$ cat src/sv/slcf_pkg.sv
// Shared types, constants and the CRC byte update for the sync/length/CRC framer.
// No dependencies; every other file but slcf_checker imports this package.
package slcf_pkg;

    localparam int QUEUE_DEPTH_DEFAULT = 4;
    localparam int CFG_INDEX_W = 8;

    localparam logic [15:0] SYNC_WORD_RESET   = 16'hAA55;
    localparam logic [15:0] CRC_INITIAL_RESET = 16'hFFFF;
    localparam logic [15:0] CRC_POLY_RESET    = 16'h1021;
    localparam logic [15:0] CRC_MASK_RESET    = 16'h8000;

    localparam logic [CFG_INDEX_W-1:0] REG_SYNC_WORD      = 8'd0;
    localparam logic [CFG_INDEX_W-1:0] REG_CRC_INITIAL    = 8'd1;
    localparam logic [CFG_INDEX_W-1:0] REG_CRC_POLYNOMIAL = 8'd2;
    localparam logic [CFG_INDEX_W-1:0] REG_CRC_TEST_MASK  = 8'd3;

    typedef struct packed {
        logic        start;
        logic        has_data;
        logic        append_crc;
        logic [15:0] length;
        logic [7:0]  data;
    } cmd_t;

    typedef struct packed {
        logic [15:0] sync_word;
        logic [15:0] crc_initial;
        logic [15:0] crc_polynomial;
        logic [15:0] crc_test_mask;
    } cfg_t;

    typedef enum logic [2:0] {
        PH_HEAD,
        PH_SYNC_HI,
        PH_SYNC_LO,
        PH_LEN_HI,
        PH_LEN_LO,
        PH_DATA,
        PH_CRC_HI,
        PH_CRC_LO
    } phase_t;

    function automatic logic [15:0] crc_update(
        input logic [15:0] crc_in,
        input logic [7:0]  b,
        input logic [15:0] poly,
        input logic [15:0] mask
    );
        logic [15:0] c;
        c = crc_in ^ {b, 8'h00};
        for (int k = 0; k < 8; k++) begin
            if ((c & mask) != 16'h0000)
                c = {c[14:0], 1'b0} ^ poly;
            else
                c = {c[14:0], 1'b0};
        end
        return c;
    endfunction

endpackage

$ cat src/sv/sync_length_crc_framer.sv
// Sync/length/CRC framer top level: configuration registers, front end, queue, back end.
// Depends on slcf_pkg, slcf_front, slcf_queue, slcf_back.
//
// Each frame goes out as two sync bytes, a big-endian 16-bit length, the payload and a
// big-endian CRC-16 (MSB first, over sync, length and payload). A start word emits the
// four header bytes, its payload byte if the length is nonzero, then the CRC if the frame
// is done; a data word emits one byte, plus the CRC after the last one; a data word
// outside a frame is dropped. The input takes one word per cycle while the command queue
// (QUEUE_DEPTH entries) has room; the output sends one byte per cycle while out_ready
// is high. Registers are written with cfg_valid (always ready) and are meant to change
// only while no frame is in flight.
module sync_length_crc_framer #(
    parameter int QUEUE_DEPTH = slcf_pkg::QUEUE_DEPTH_DEFAULT
) (
    input  logic                             clk,
    input  logic                             rst_n,
    input  logic                             in_valid,
    output logic                             in_ready,
    input  logic                             frame_start,
    input  logic [15:0]                      frame_length,
    input  logic [7:0]                       data_byte,
    output logic                             out_valid,
    input  logic                             out_ready,
    output logic [7:0]                       out_byte,
    output logic                             run_last,
    output logic                             frame_end,
    input  logic                             cfg_valid,
    output logic                             cfg_ready,
    input  logic [slcf_pkg::CFG_INDEX_W-1:0] cfg_index,
    input  logic [15:0]                      cfg_data
);
    import slcf_pkg::*;

    cfg_t cfg_reg;
    cmd_t push_cmd, head_cmd;
    logic push, pop, queue_full, head_valid;

    assign cfg_ready = 1'b1;

    always_ff @(posedge clk or negedge rst_n)
    begin
        if (!rst_n)
        begin
            cfg_reg.sync_word      <= SYNC_WORD_RESET;
            cfg_reg.crc_initial    <= CRC_INITIAL_RESET;
            cfg_reg.crc_polynomial <= CRC_POLY_RESET;
            cfg_reg.crc_test_mask  <= CRC_MASK_RESET;
        end
        else if (cfg_valid && cfg_ready)
        begin
            case (cfg_index)
                REG_SYNC_WORD:      cfg_reg.sync_word      <= cfg_data;
                REG_CRC_INITIAL:    cfg_reg.crc_initial    <= cfg_data;
                REG_CRC_POLYNOMIAL: cfg_reg.crc_polynomial <= cfg_data;
                REG_CRC_TEST_MASK:  cfg_reg.crc_test_mask  <= cfg_data;
                default:            cfg_reg <= cfg_reg;
            endcase
        end
    end

    slcf_front u_front (
        .clk          (clk),
        .rst_n        (rst_n),
        .in_valid     (in_valid),
        .in_ready     (in_ready),
        .frame_start  (frame_start),
        .frame_length (frame_length),
        .data_byte    (data_byte),
        .queue_full   (queue_full),
        .push         (push),
        .push_cmd     (push_cmd)
    );

    slcf_queue #(
        .DEPTH (QUEUE_DEPTH)
    ) u_queue (
        .clk        (clk),
        .rst_n      (rst_n),
        .push       (push),
        .push_cmd   (push_cmd),
        .full       (queue_full),
        .pop        (pop),
        .head_valid (head_valid),
        .head_cmd   (head_cmd)
    );

    slcf_back u_back (
        .clk        (clk),
        .rst_n      (rst_n),
        .cfg        (cfg_reg),
        .head_valid (head_valid),
        .head_cmd   (head_cmd),
        .pop        (pop),
        .out_valid  (out_valid),
        .out_ready  (out_ready),
        .out_byte   (out_byte),
        .run_last   (run_last),
        .frame_end  (frame_end)
    );

endmodule

$ cat src/sv/slcf_front.sv
// Front end: accepts input words, tracks frame position and builds expansion commands.
// Depends on slcf_pkg.
module slcf_front (
    input  logic            clk,
    input  logic            rst_n,
    input  logic            in_valid,
    output logic            in_ready,
    input  logic            frame_start,
    input  logic [15:0]     frame_length,
    input  logic [7:0]      data_byte,
    input  logic            queue_full,
    output logic            push,
    output slcf_pkg::cmd_t  push_cmd
);
    import slcf_pkg::*;

    logic [15:0] remaining_reg, remaining_next;
    logic        in_frame_reg, in_frame_next;
    logic        accept;
    logic [15:0] len_dec;
    logic [15:0] rem_dec;
    logic        has_data;

    assign in_ready = !queue_full;
    assign accept   = in_valid && in_ready;
    assign len_dec  = frame_length - 16'd1;
    assign rem_dec  = (remaining_reg != 16'd0) ? remaining_reg - 16'd1 : 16'd0;
    assign has_data = frame_length != 16'd0;

    always_comb
    begin
        remaining_next      = remaining_reg;
        in_frame_next       = in_frame_reg;
        push                = 1'b0;
        push_cmd.start      = frame_start;
        push_cmd.has_data   = 1'b1;
        push_cmd.append_crc = 1'b0;
        push_cmd.length     = frame_length;
        push_cmd.data       = data_byte;
        if (accept && frame_start)
        begin
            push                = 1'b1;
            push_cmd.has_data   = has_data;
            push_cmd.append_crc = !has_data || (len_dec == 16'd0);
            remaining_next      = has_data ? len_dec : 16'd0;
            in_frame_next       = !push_cmd.append_crc;
        end
        else if (accept && in_frame_reg)
        begin
            push                = 1'b1;
            push_cmd.append_crc = rem_dec == 16'd0;
            remaining_next      = rem_dec;
            in_frame_next       = rem_dec != 16'd0;
        end
    end

    always_ff @(posedge clk or negedge rst_n)
    begin
        if (!rst_n)
        begin
            remaining_reg <= 16'd0;
            in_frame_reg  <= 1'b0;
        end
        else
        begin
            remaining_reg <= remaining_next;
            in_frame_reg  <= in_frame_next;
        end
    end

endmodule

$ cat src/sv/slcf_queue.sv
// Short command queue between front and back end.
// Depends on slcf_pkg.
module slcf_queue #(
    parameter int DEPTH = slcf_pkg::QUEUE_DEPTH_DEFAULT
) (
    input  logic            clk,
    input  logic            rst_n,
    input  logic            push,
    input  slcf_pkg::cmd_t  push_cmd,
    output logic            full,
    input  logic            pop,
    output logic            head_valid,
    output slcf_pkg::cmd_t  head_cmd
);
    import slcf_pkg::*;

    localparam int PTR_W = $clog2(DEPTH);
    localparam int CNT_W = PTR_W + 1;
    localparam logic [CNT_W-1:0] DEPTH_CNT = CNT_W'(DEPTH);
    localparam logic [PTR_W-1:0] LAST_PTR  = PTR_W'(DEPTH - 1);

    cmd_t             mem_reg [DEPTH];
    logic [PTR_W-1:0] wr_ptr_reg, wr_ptr_next;
    logic [PTR_W-1:0] rd_ptr_reg, rd_ptr_next;
    logic [CNT_W-1:0] count_reg, count_next;
    logic             do_push, do_pop;

    assign full       = count_reg == DEPTH_CNT;
    assign head_valid = count_reg != '0;
    assign head_cmd   = mem_reg[rd_ptr_reg];
    assign do_push    = push && !full;
    assign do_pop     = pop && head_valid;

    always_comb
    begin
        wr_ptr_next = wr_ptr_reg;
        rd_ptr_next = rd_ptr_reg;
        count_next  = count_reg;
        if (do_push)
            wr_ptr_next = (wr_ptr_reg == LAST_PTR) ? '0 : wr_ptr_reg + PTR_W'(1);
        if (do_pop)
            rd_ptr_next = (rd_ptr_reg == LAST_PTR) ? '0 : rd_ptr_reg + PTR_W'(1);
        if (do_push && !do_pop)
            count_next = count_reg + CNT_W'(1);
        else if (do_pop && !do_push)
            count_next = count_reg - CNT_W'(1);
    end

    always_ff @(posedge clk)
    begin
        if (do_push)
            mem_reg[wr_ptr_reg] <= push_cmd;
    end

    always_ff @(posedge clk or negedge rst_n)
    begin
        if (!rst_n)
        begin
            wr_ptr_reg <= '0;
            rd_ptr_reg <= '0;
            count_reg  <= '0;
        end
        else
        begin
            wr_ptr_reg <= wr_ptr_next;
            rd_ptr_reg <= rd_ptr_next;
            count_reg  <= count_next;
        end
    end

endmodule

$ cat src/sv/slcf_back.sv
// Back end: expands commands into framed bytes, runs the CRC and holds the output word.
// Depends on slcf_pkg.
module slcf_back (
    input  logic            clk,
    input  logic            rst_n,
    input  slcf_pkg::cfg_t  cfg,
    input  logic            head_valid,
    input  slcf_pkg::cmd_t  head_cmd,
    output logic            pop,
    output logic            out_valid,
    input  logic            out_ready,
    output logic [7:0]      out_byte,
    output logic            run_last,
    output logic            frame_end
);
    import slcf_pkg::*;

    phase_t      phase_reg, phase_next, cur_phase;
    logic [15:0] crc_reg, crc_next;
    logic        out_valid_reg;
    logic [7:0]  out_byte_reg;
    logic        run_last_reg;
    logic        frame_end_reg;
    logic        advance;
    logic [7:0]  emit_byte;
    logic        emit_feed;
    logic        emit_done;
    logic        emit_end;
    logic [15:0] crc_base;

    assign advance   = head_valid && (!out_valid_reg || out_ready);
    assign cur_phase = (phase_reg == PH_HEAD) ? (head_cmd.start ? PH_SYNC_HI : PH_DATA)
                                              : phase_reg;

    always_comb
    begin
        phase_next = phase_reg;
        if (advance)
        begin
            case (cur_phase)
                PH_SYNC_HI: phase_next = PH_SYNC_LO;
                PH_SYNC_LO: phase_next = PH_LEN_HI;
                PH_LEN_HI:  phase_next = PH_LEN_LO;
                PH_LEN_LO:  phase_next = head_cmd.has_data ? PH_DATA : PH_CRC_HI;
                PH_DATA:    phase_next = head_cmd.append_crc ? PH_CRC_HI : PH_HEAD;
                PH_CRC_HI:  phase_next = PH_CRC_LO;
                PH_CRC_LO:  phase_next = PH_HEAD;
                default:    phase_next = PH_HEAD;
            endcase
        end
    end

    always_comb
    begin
        emit_byte = 8'h00;
        emit_feed = 1'b0;
        emit_done = 1'b0;
        emit_end  = 1'b0;
        case (cur_phase)
            PH_SYNC_HI:
            begin
                emit_byte = cfg.sync_word[15:8];
                emit_feed = 1'b1;
            end
            PH_SYNC_LO:
            begin
                emit_byte = cfg.sync_word[7:0];
                emit_feed = 1'b1;
            end
            PH_LEN_HI:
            begin
                emit_byte = head_cmd.length[15:8];
                emit_feed = 1'b1;
            end
            PH_LEN_LO:
            begin
                emit_byte = head_cmd.length[7:0];
                emit_feed = 1'b1;
            end
            PH_DATA:
            begin
                emit_byte = head_cmd.data;
                emit_feed = 1'b1;
                emit_done = !head_cmd.append_crc;
            end
            PH_CRC_HI:
            begin
                emit_byte = crc_reg[15:8];
            end
            PH_CRC_LO:
            begin
                emit_byte = crc_reg[7:0];
                emit_done = 1'b1;
                emit_end  = 1'b1;
            end
            default:
            begin
                emit_byte = 8'h00;
            end
        endcase
    end

    // restart the CRC on the first sync byte
    assign crc_base = (cur_phase == PH_SYNC_HI) ? cfg.crc_initial : crc_reg;
    assign crc_next = (advance && emit_feed)
                    ? crc_update(crc_base, emit_byte, cfg.crc_polynomial, cfg.crc_test_mask)
                    : crc_reg;
    assign pop      = advance && emit_done;

    always_ff @(posedge clk or negedge rst_n)
    begin
        if (!rst_n)
        begin
            phase_reg     <= PH_HEAD;
            out_valid_reg <= 1'b0;
        end
        else
        begin
            phase_reg <= phase_next;
            if (advance)
                out_valid_reg <= 1'b1;
            else if (out_ready)
                out_valid_reg <= 1'b0;
        end
    end

    always_ff @(posedge clk)
    begin
        crc_reg <= crc_next;
        if (advance)
        begin
            out_byte_reg  <= emit_byte;
            run_last_reg  <= emit_done;
            frame_end_reg <= emit_end;
        end
    end

    assign out_valid = out_valid_reg;
    assign out_byte  = out_byte_reg;
    assign run_last  = run_last_reg;
    assign frame_end = frame_end_reg;

endmodule

$ cat config.mk
export PLATFORM = sky130hd
export DESIGN_NAME = sync_length_crc_framer
export DESIGN_NICKNAME = d
export VERILOG_FILES = /design/src/sv/slcf_pkg.sv /design/src/sv/sync_length_crc_framer.sv /design/src/sv/slcf_front.sv /design/src/sv/slcf_queue.sv /design/src/sv/slcf_back.sv
export SDC_FILE = /design/constraint.sdc
export NUM_CORES = 1
export LEC_CHECK = 0
export ABC_AREA = 1
export BUFFER_PORTS_ARGS = -buffer_cell sky130_fd_sc_hd__buf_2
export CAP_MARGIN = 20
export CORE_MARGIN = 4
export CORE_UTILIZATION = 45
export CTS_BUF_LIST = sky130_fd_sc_hd__clkbuf_4
export DETAILED_ROUTE_END_ITERATION = 10
export GPL_TIMING_DRIVEN = 1
export PLACE_DENSITY = 0.57
export SYNTH_ARGS = -nofsm -noshare
export SYNTH_HDL_FRONTEND = slang
export SYNTH_HIERARCHICAL = 1
export SYNTH_SLANG_ARGS = --single-unit
export TNS_END_PERCENT = 1
$ cat constraint.sdc
create_clock -name clk -period 15.65 [get_ports clk]
set_input_delay 2.3475 -clock clk [delete_from_list [all_inputs] [get_ports clk]]
set_output_delay 2.3475 -clock clk [all_outputs]
set_load 0.02 [all_outputs]
# Word level (Yosys, flattened, before mapping)

Memory sizes are Yosys's and may differ from the RTL's.
Cells that the tools add are included.

Register bits after elaboration: 118
RAM bits: 108
Input port bits: 54
Output and inout port bits: 13
Logic and storage cells: 133
Memories kept: 1

Add/subtract/negate cells: 6
Eq/ne operators: 13
Muxes and demuxes: 37
Bitwise operators: 17
Reductions and logical operators: 43

Memory list:

| name            | words | bits a word | read ports | clocked after memory_dff | write ports | RTL line         | text |
|---|---|---|---|---|---|---|---|
| u_queue.mem_reg | 4     | 27          | 1          | 0                        | 1           | slcf_queue.sv:22 | `cmd_t mem_reg [DEPTH];` |

Operators by type and width:

| operator                                            | number |
|---|---|
| two-way mux 16 bit                                  | 13 |
| nonzero test 16 bit                                 | 11 |
| bitwise XOR 16 bit                                  | 9 |
| AND 16 bit                                          | 8 |
| case mux 8 bit (7 select lines)                     | 1 |
| logical NOT 16 bit                                  | 2 |
| subtractor 16 x 1 -> 16 bit (second input constant) | 2 |
| case mux 3 bit (6 select lines)                     | 1 |
| == test 8 x 2 -> 1 bit (second input constant)      | 2 |
| == test 3 bit (second input constant)               | 5 |
| two-way mux 3 bit                                   | 5 |
| two-way mux 1 bit                                   | 13 |
| logical AND 1 bit                                   | 10 |
| == test 8 x 1 -> 1 bit (second input constant)      | 1 |
| logical NOT 8 bit                                   | 1 |
| AND reduction 2 bit                                 | 4 |
| logical NOT 1 bit                                   | 7 |
| == test 3 x 2 -> 1 bit (second input constant)      | 2 |
| two-way mux 2 bit                                   | 3 |
| nonzero test 2 bit                                  | 3 |
| OR reduction 5 bit                                  | 1 |
| adder 2 x 1 -> 2 bit (second input constant)        | 2 |
| == test 2 bit (second input constant)               | 2 |
| adder 3 x 1 -> 3 bit (second input constant)        | 1 |
| other kinds (6)                                     | 7 |

# Depth between registers and ports, before layout

An unclocked memory read counts as a cell.

Word-level depth: 30
Mapped depth: 76
Depth with buffers taken out: 66

# Hierarchy

Netlist, hierarchy kept.

By module, submodules not included:

| module                 | instances | cells each | area each (sq um) | seq. area each (sq um) |
|---|---|---|---|---|
| slcf_back              | 1         | 1085       | 6382.4            | 880.8 |
| slcf_queue             | 1         | 374        | 4777.1            | 3418.3 |
| sync_length_crc_framer | 1         | 297        | 2830.2            | 1636.6 |
| slcf_front             | 1         | 339        | 2006.9            | 425.4 |

# Least setup slack after synthesis

Ideal clock, no wire load.

Kind: flip-flop to flip-flop
Start: register u_queue.rd_ptr_reg[0]
End: register u_back.crc_reg[10] (data pin)
Library setup time: 0.256 ns
Data arrival time: 7.082 ns
Data required time: 15.394 ns
Slack: 8.312 ns
Cell stages (with the launch flop): 67
Buffers on the path: 12
Clock period less this slack: 7.338 ns
Path through: dfrtp_1 buf_6 buf_6 o211ai_1 nand2_1 nor2_2 nand2_4 nand3_4 buf_4 nand2_1 nand3_1 nand2_1 nor2_1 nand2_1 nor2_4 buf_2 nand4_1 nand3_1 (+31 left out) nand2_1 nor2_4 buf_6 nand2_1 nand3_1 nand2_1 nor2_1 nand2_1 nor2_4 buf_6 nand2_1 nand3_1 nand2_1 nor2_1 nand2_2 buf_2 o21ai_1 nand2_1

RTL lines:

| element                  | RTL line         | text |
|---|---|---|
| start: declaration       | slcf_queue.sv:24 | `logic [PTR_W-1:0] rd_ptr_reg, rd_ptr_next;` |
| start signal: assignment | slcf_queue.sv:66 | `rd_ptr_reg <= rd_ptr_next;` |
| end signal: assignment   | slcf_back.sv:129 | `crc_reg <= crc_next;` |
| end: declaration         | slcf_back.sv:19  | `logic [15:0] crc_reg, crc_next;` |

==> results.rst <==
.. list-table::
   :header-rows: 1

   * - Metric
     - Value
   * - Total power of the final layout
     - 4.023 mW
   * - YS warnings
     - 6
   * - Depth of the CTS H-tree
     - 2
   * - Clock buffer count from CTS
     - approximately 60
   * - Share of async-settable or async-resettable flops after synthesis
     - 40.71%
   * - Fraction of post-synthesis cell area in the top cell type by area
     - about a quarter
   * - Worst path top cell family by delay
     - simple AND/OR/NAND/NOR gates
   * - Slew headroom
     - 30.00%
   * - Required time at the endpoint of the critical path
     - about 16 ns
   * - Detailed-placement wirelength estimate
     - 36910 um
   * - GRT Util Overall
     - between 20% and 30%
   * - Cts-stage hold buffer count
     - 0
   * - Run status
     - completed
   * - Slowest cell on the critical path
     - dfrtp_4
   * - EDFF count, synth
     - 134
   * - Ports placed on the boundary
     - 67
   * - Longest Clk Path Bufs
     - 3
   * - Setup repair after global routing missed its margin
     - false
   * - Crit-path max cell delay
     - 1.12 ns
   * - Count of vias placed by the detailed router
     - 14111
   * - Initial core utilization
     - 45.97%
   * - Mean post-synth cell area
     - roughly 7.6 um^2
   * - Die height
     - 196.5 um
   * - Synth Net Count
     - ~2200
   * - Ranking of synthesized cells by area
     - edfxtp_1, nand2_1, dfrtp_1
   * - Crit start category
     - flip-flop
   * - Layout-stage area growth over the synthesis result
     - 5.960%
   * - Final Hold Violating Endpoints
     - 0
   * - Post CTS Setup Buffer Count
     - 0
   * - IR Drop Worst-Case VDD
     - 0.1016 mV
   * - Initial antenna violation count
     - 3
   * - Top cell types by occurrence after synthesis
     - nand2_1, nand3_1, inv_1
   * - Pre-CTS setup slack
     - roughly 4.7 ns
   * - Final period utilization
     - roughly 70%
   * - Upper clock frequency limit
     - 89.02 MHz
   * - Kind of end point of the critical path
     - flip-flop
   * - Core Region
     - roughly 0.035 mm^2
   * - Final max-slew violation count
     - 0
   * - Setup Crit Path Kind
     - reg -> reg
   * - Vias in the first global route
     - approximately 13000
   * - Iteration count of the initial detailed-routing pass
     - 6
   * - Arrival time of data at the critical path endpoint
     - 11.90 ns
   * - Clock tree sinks
     - 226
   * - Count of buffer and inverter cells on the critical path
     - 0
   * - Final net count
     - around 2200
   * - Remaining global-route overflow
     - 0
   * - Share of synthesized area occupied by flip-flops and latches
     - 39.77%
   * - Worst setup margin
     - 4.417 ns
   * - Drt wl/cell
     - 19.43 um
   * - Total leakage power
     - 8.314 nW
   * - Synth Flop Type
     - edfxtp_1
   * - Setup violation total in the final timing report
     - 0
   * - Final routed DRC violation total
     - 0
   * - Yosys top cell by area
     - edfxtp_1
   * - Post-synthesis instance area
     - 0.01600 mm^2
   * - Die span in x
     - 196.5 um
   * - Clock Pin Slew Worst Setup and Hold Paths
     - about 0.07 ns
   * - Clock Latency Late Sink
     - 0.80 ns
   * - Max capacitance violation total
     - 0
   * - Antenna-violating nets left
     - 0
   * - Largest register FFs
     - 108
   * - Number of vias per cell after detailed routing
     - 5.355
   * - Count of mapped cells out of synthesis
     - 2095
   * - Worst-path maximum fanout
     - 111
   * - DRC marker count from the first detailed-route iteration
     - 1611
   * - Number of distinct standard cells referenced by the synthesized netlist
     - 50
   * - Number of placement rows
     - 68
   * - Die area
     - 0.03863 mm^2
   * - Clock root buffer
     - clkbuf_4
   * - Fin Clk Skew
     - 0.05568 ns
   * - Aggregate routed wire length
     - 51190 um
   * - Cell with the most instances after synthesis
     - nand2_1
   * - TNS Setup
     - 0 ns
   * - Tmin final
     - ~11 ns
   * - Routability cong.
     - 0.9636
   * - Post-CTS resize count
     - 0
   * - TritonCTS clock tree
     - built
   * - Path category of the worst min-delay check
     - reg -> reg
   * - Largest net degree at the start of global routing
     - 112
   * - Number of input and output port buffers inserted
     - 65
   * - Number of flip-flops and latches in the synthesized netlist
     - 226
   * - First-pass GRT wire length
     - 77530 um
   * - Pwr per Cell Area
     - 237.4 mW/mm^2
   * - Fraction of layout instances using a drive strength above 1
     - 15.34%
   * - Critical Path Most Common Cell
     - nand2_1
   * - Transition time of the tightest slew-check pin
     - 1.050 ns
==> routing by layer <==
| metal | share of wire (%) | GRT usage, % | vias up |
|---|---|---|---|
| li1 | - | - | 6921 |
| met4 | 2.0 | 7.137 | 2 |
| met5 | 0.021 | 0 | - |
| met3 | 10 | 7.795 | 73 |
| met2 | 41 | 37.00 | 549 |
| met1 | 46 | 39.04 | 6566 |
==> worst register-to-register path: cells and delay by family (launching register included) <==
family | cells | cell delay (ns)
simple gates | 52 | 9.39
flops | 1 | 1.12
compound gates | 2 | 0.64
==> cell usage in the layout (no fill, tap or decap), drive strengths merged, types with 7 or more instances in the layout <==
| master | instances |
|---|---|
| ha | 10 |
| clkbuf | 94 |
| nor2 | 140 |
| nand2 | 746 |
| edfxtp | 134 |
| buf | 99 |
| inv | 183 |
| xor2 | 112 |
| o211ai | 54 |
| and2 | 17 |
| dfstp | 28 |
| dfrtp | 64 |
| o22ai | 7 |
| clkinv | 25 |
| o21ai | 121 |
| nand3 | 259 |
| nand4 | 39 |
| xnor2 | 18 |
==> cells by family (layout without fill, tap and decap cells) <==
family | count (synthesis) | in the layout | synth area share, %
adders and majority gates | 11 | 11 | 0.9073
xor gates and xnor gates | 130 | 130 | 7.118
AOI/OAI and AO/OA | 200 | 200 | 7.384
and+or+nand+nor | 1209 | 1209 | 33.97
DFF | 226 | 226 | 39.77
other | 1 | 3 | 0.02344
buffers and inverters | 318 | 401 | 10.83
==> area by class of cell <==
| class | count | area, um^2 |
|---|---|---|
| fill | 3463 | 17850 |
| multi-input combinational | 1551 | 7913 |
| clock inverter | 21 | 98.84 |
| timing repair buffer | 99 | 583.1 |
| clock buffer | 94 | 705.7 |
| sequential | 226 | 6365 |
| inverter | 187 | 710.7 |
| tap | 455 | 569.3 |
| antenna | 2 | 5.005 |
==> path summary, 6_finish.rpt <==
kind | depth (start not counted) | start | slack, ns | to
setup / recovery | 54 | u_queue/rd_ptr_reg[0]$_DFFE_PN0P_ | 4.42 | u_back/crc_reg[14]$_DFFE_PP_
hold / removal | 2 | cfg_reg[39]$_DFFE_PN1P_ | 0.46 | cfg_reg[39]$_DFFE_PN1P_
setup reg to reg | 54 | u_queue/rd_ptr_reg[0]$_DFFE_PN0P_ | 4.42 | u_back/crc_reg[14]$_DFFE_PP_
hold reg to reg | 2 | cfg_reg[39]$_DFFE_PN1P_ | 0.46 | cfg_reg[39]$_DFFE_PN1P_
max in group asynchronous | 2 | rst_n | 12.87 | u_queue/rd_ptr_reg[0]$_DFFE_PN0P_
min in group asynchronous | 1 | rst_n | 1.55 | cfg_reg[3]$_DFFE_PN0P_
==> stage by stage <==
step / hold slack [ns] / cells / util [%] / cell area, um^2
6_report: 0.4594 / 2635 / 48.71 / 16950
5_1_grt: 0.4817 / 2635 / 48.71 / 16950
4_1_cts: 0.4624 / 2633 / 48.69 / 16950
3_5_place_dp: 0.4524 / 2518 / 46.38 / 16140
3_3_place_gp: 0.4527 / 2518 / 46.38 / 16140
2_1_floorplan: 0.4397 / 2095 / - / 16000
==> power by group <==
part	internal [mW]	switching [mW]
combinational	0.782	1.77
sequential	0.806	0.132
clock	0.276	0.259
Note: power is estimated with default switching activity, not from simulation.
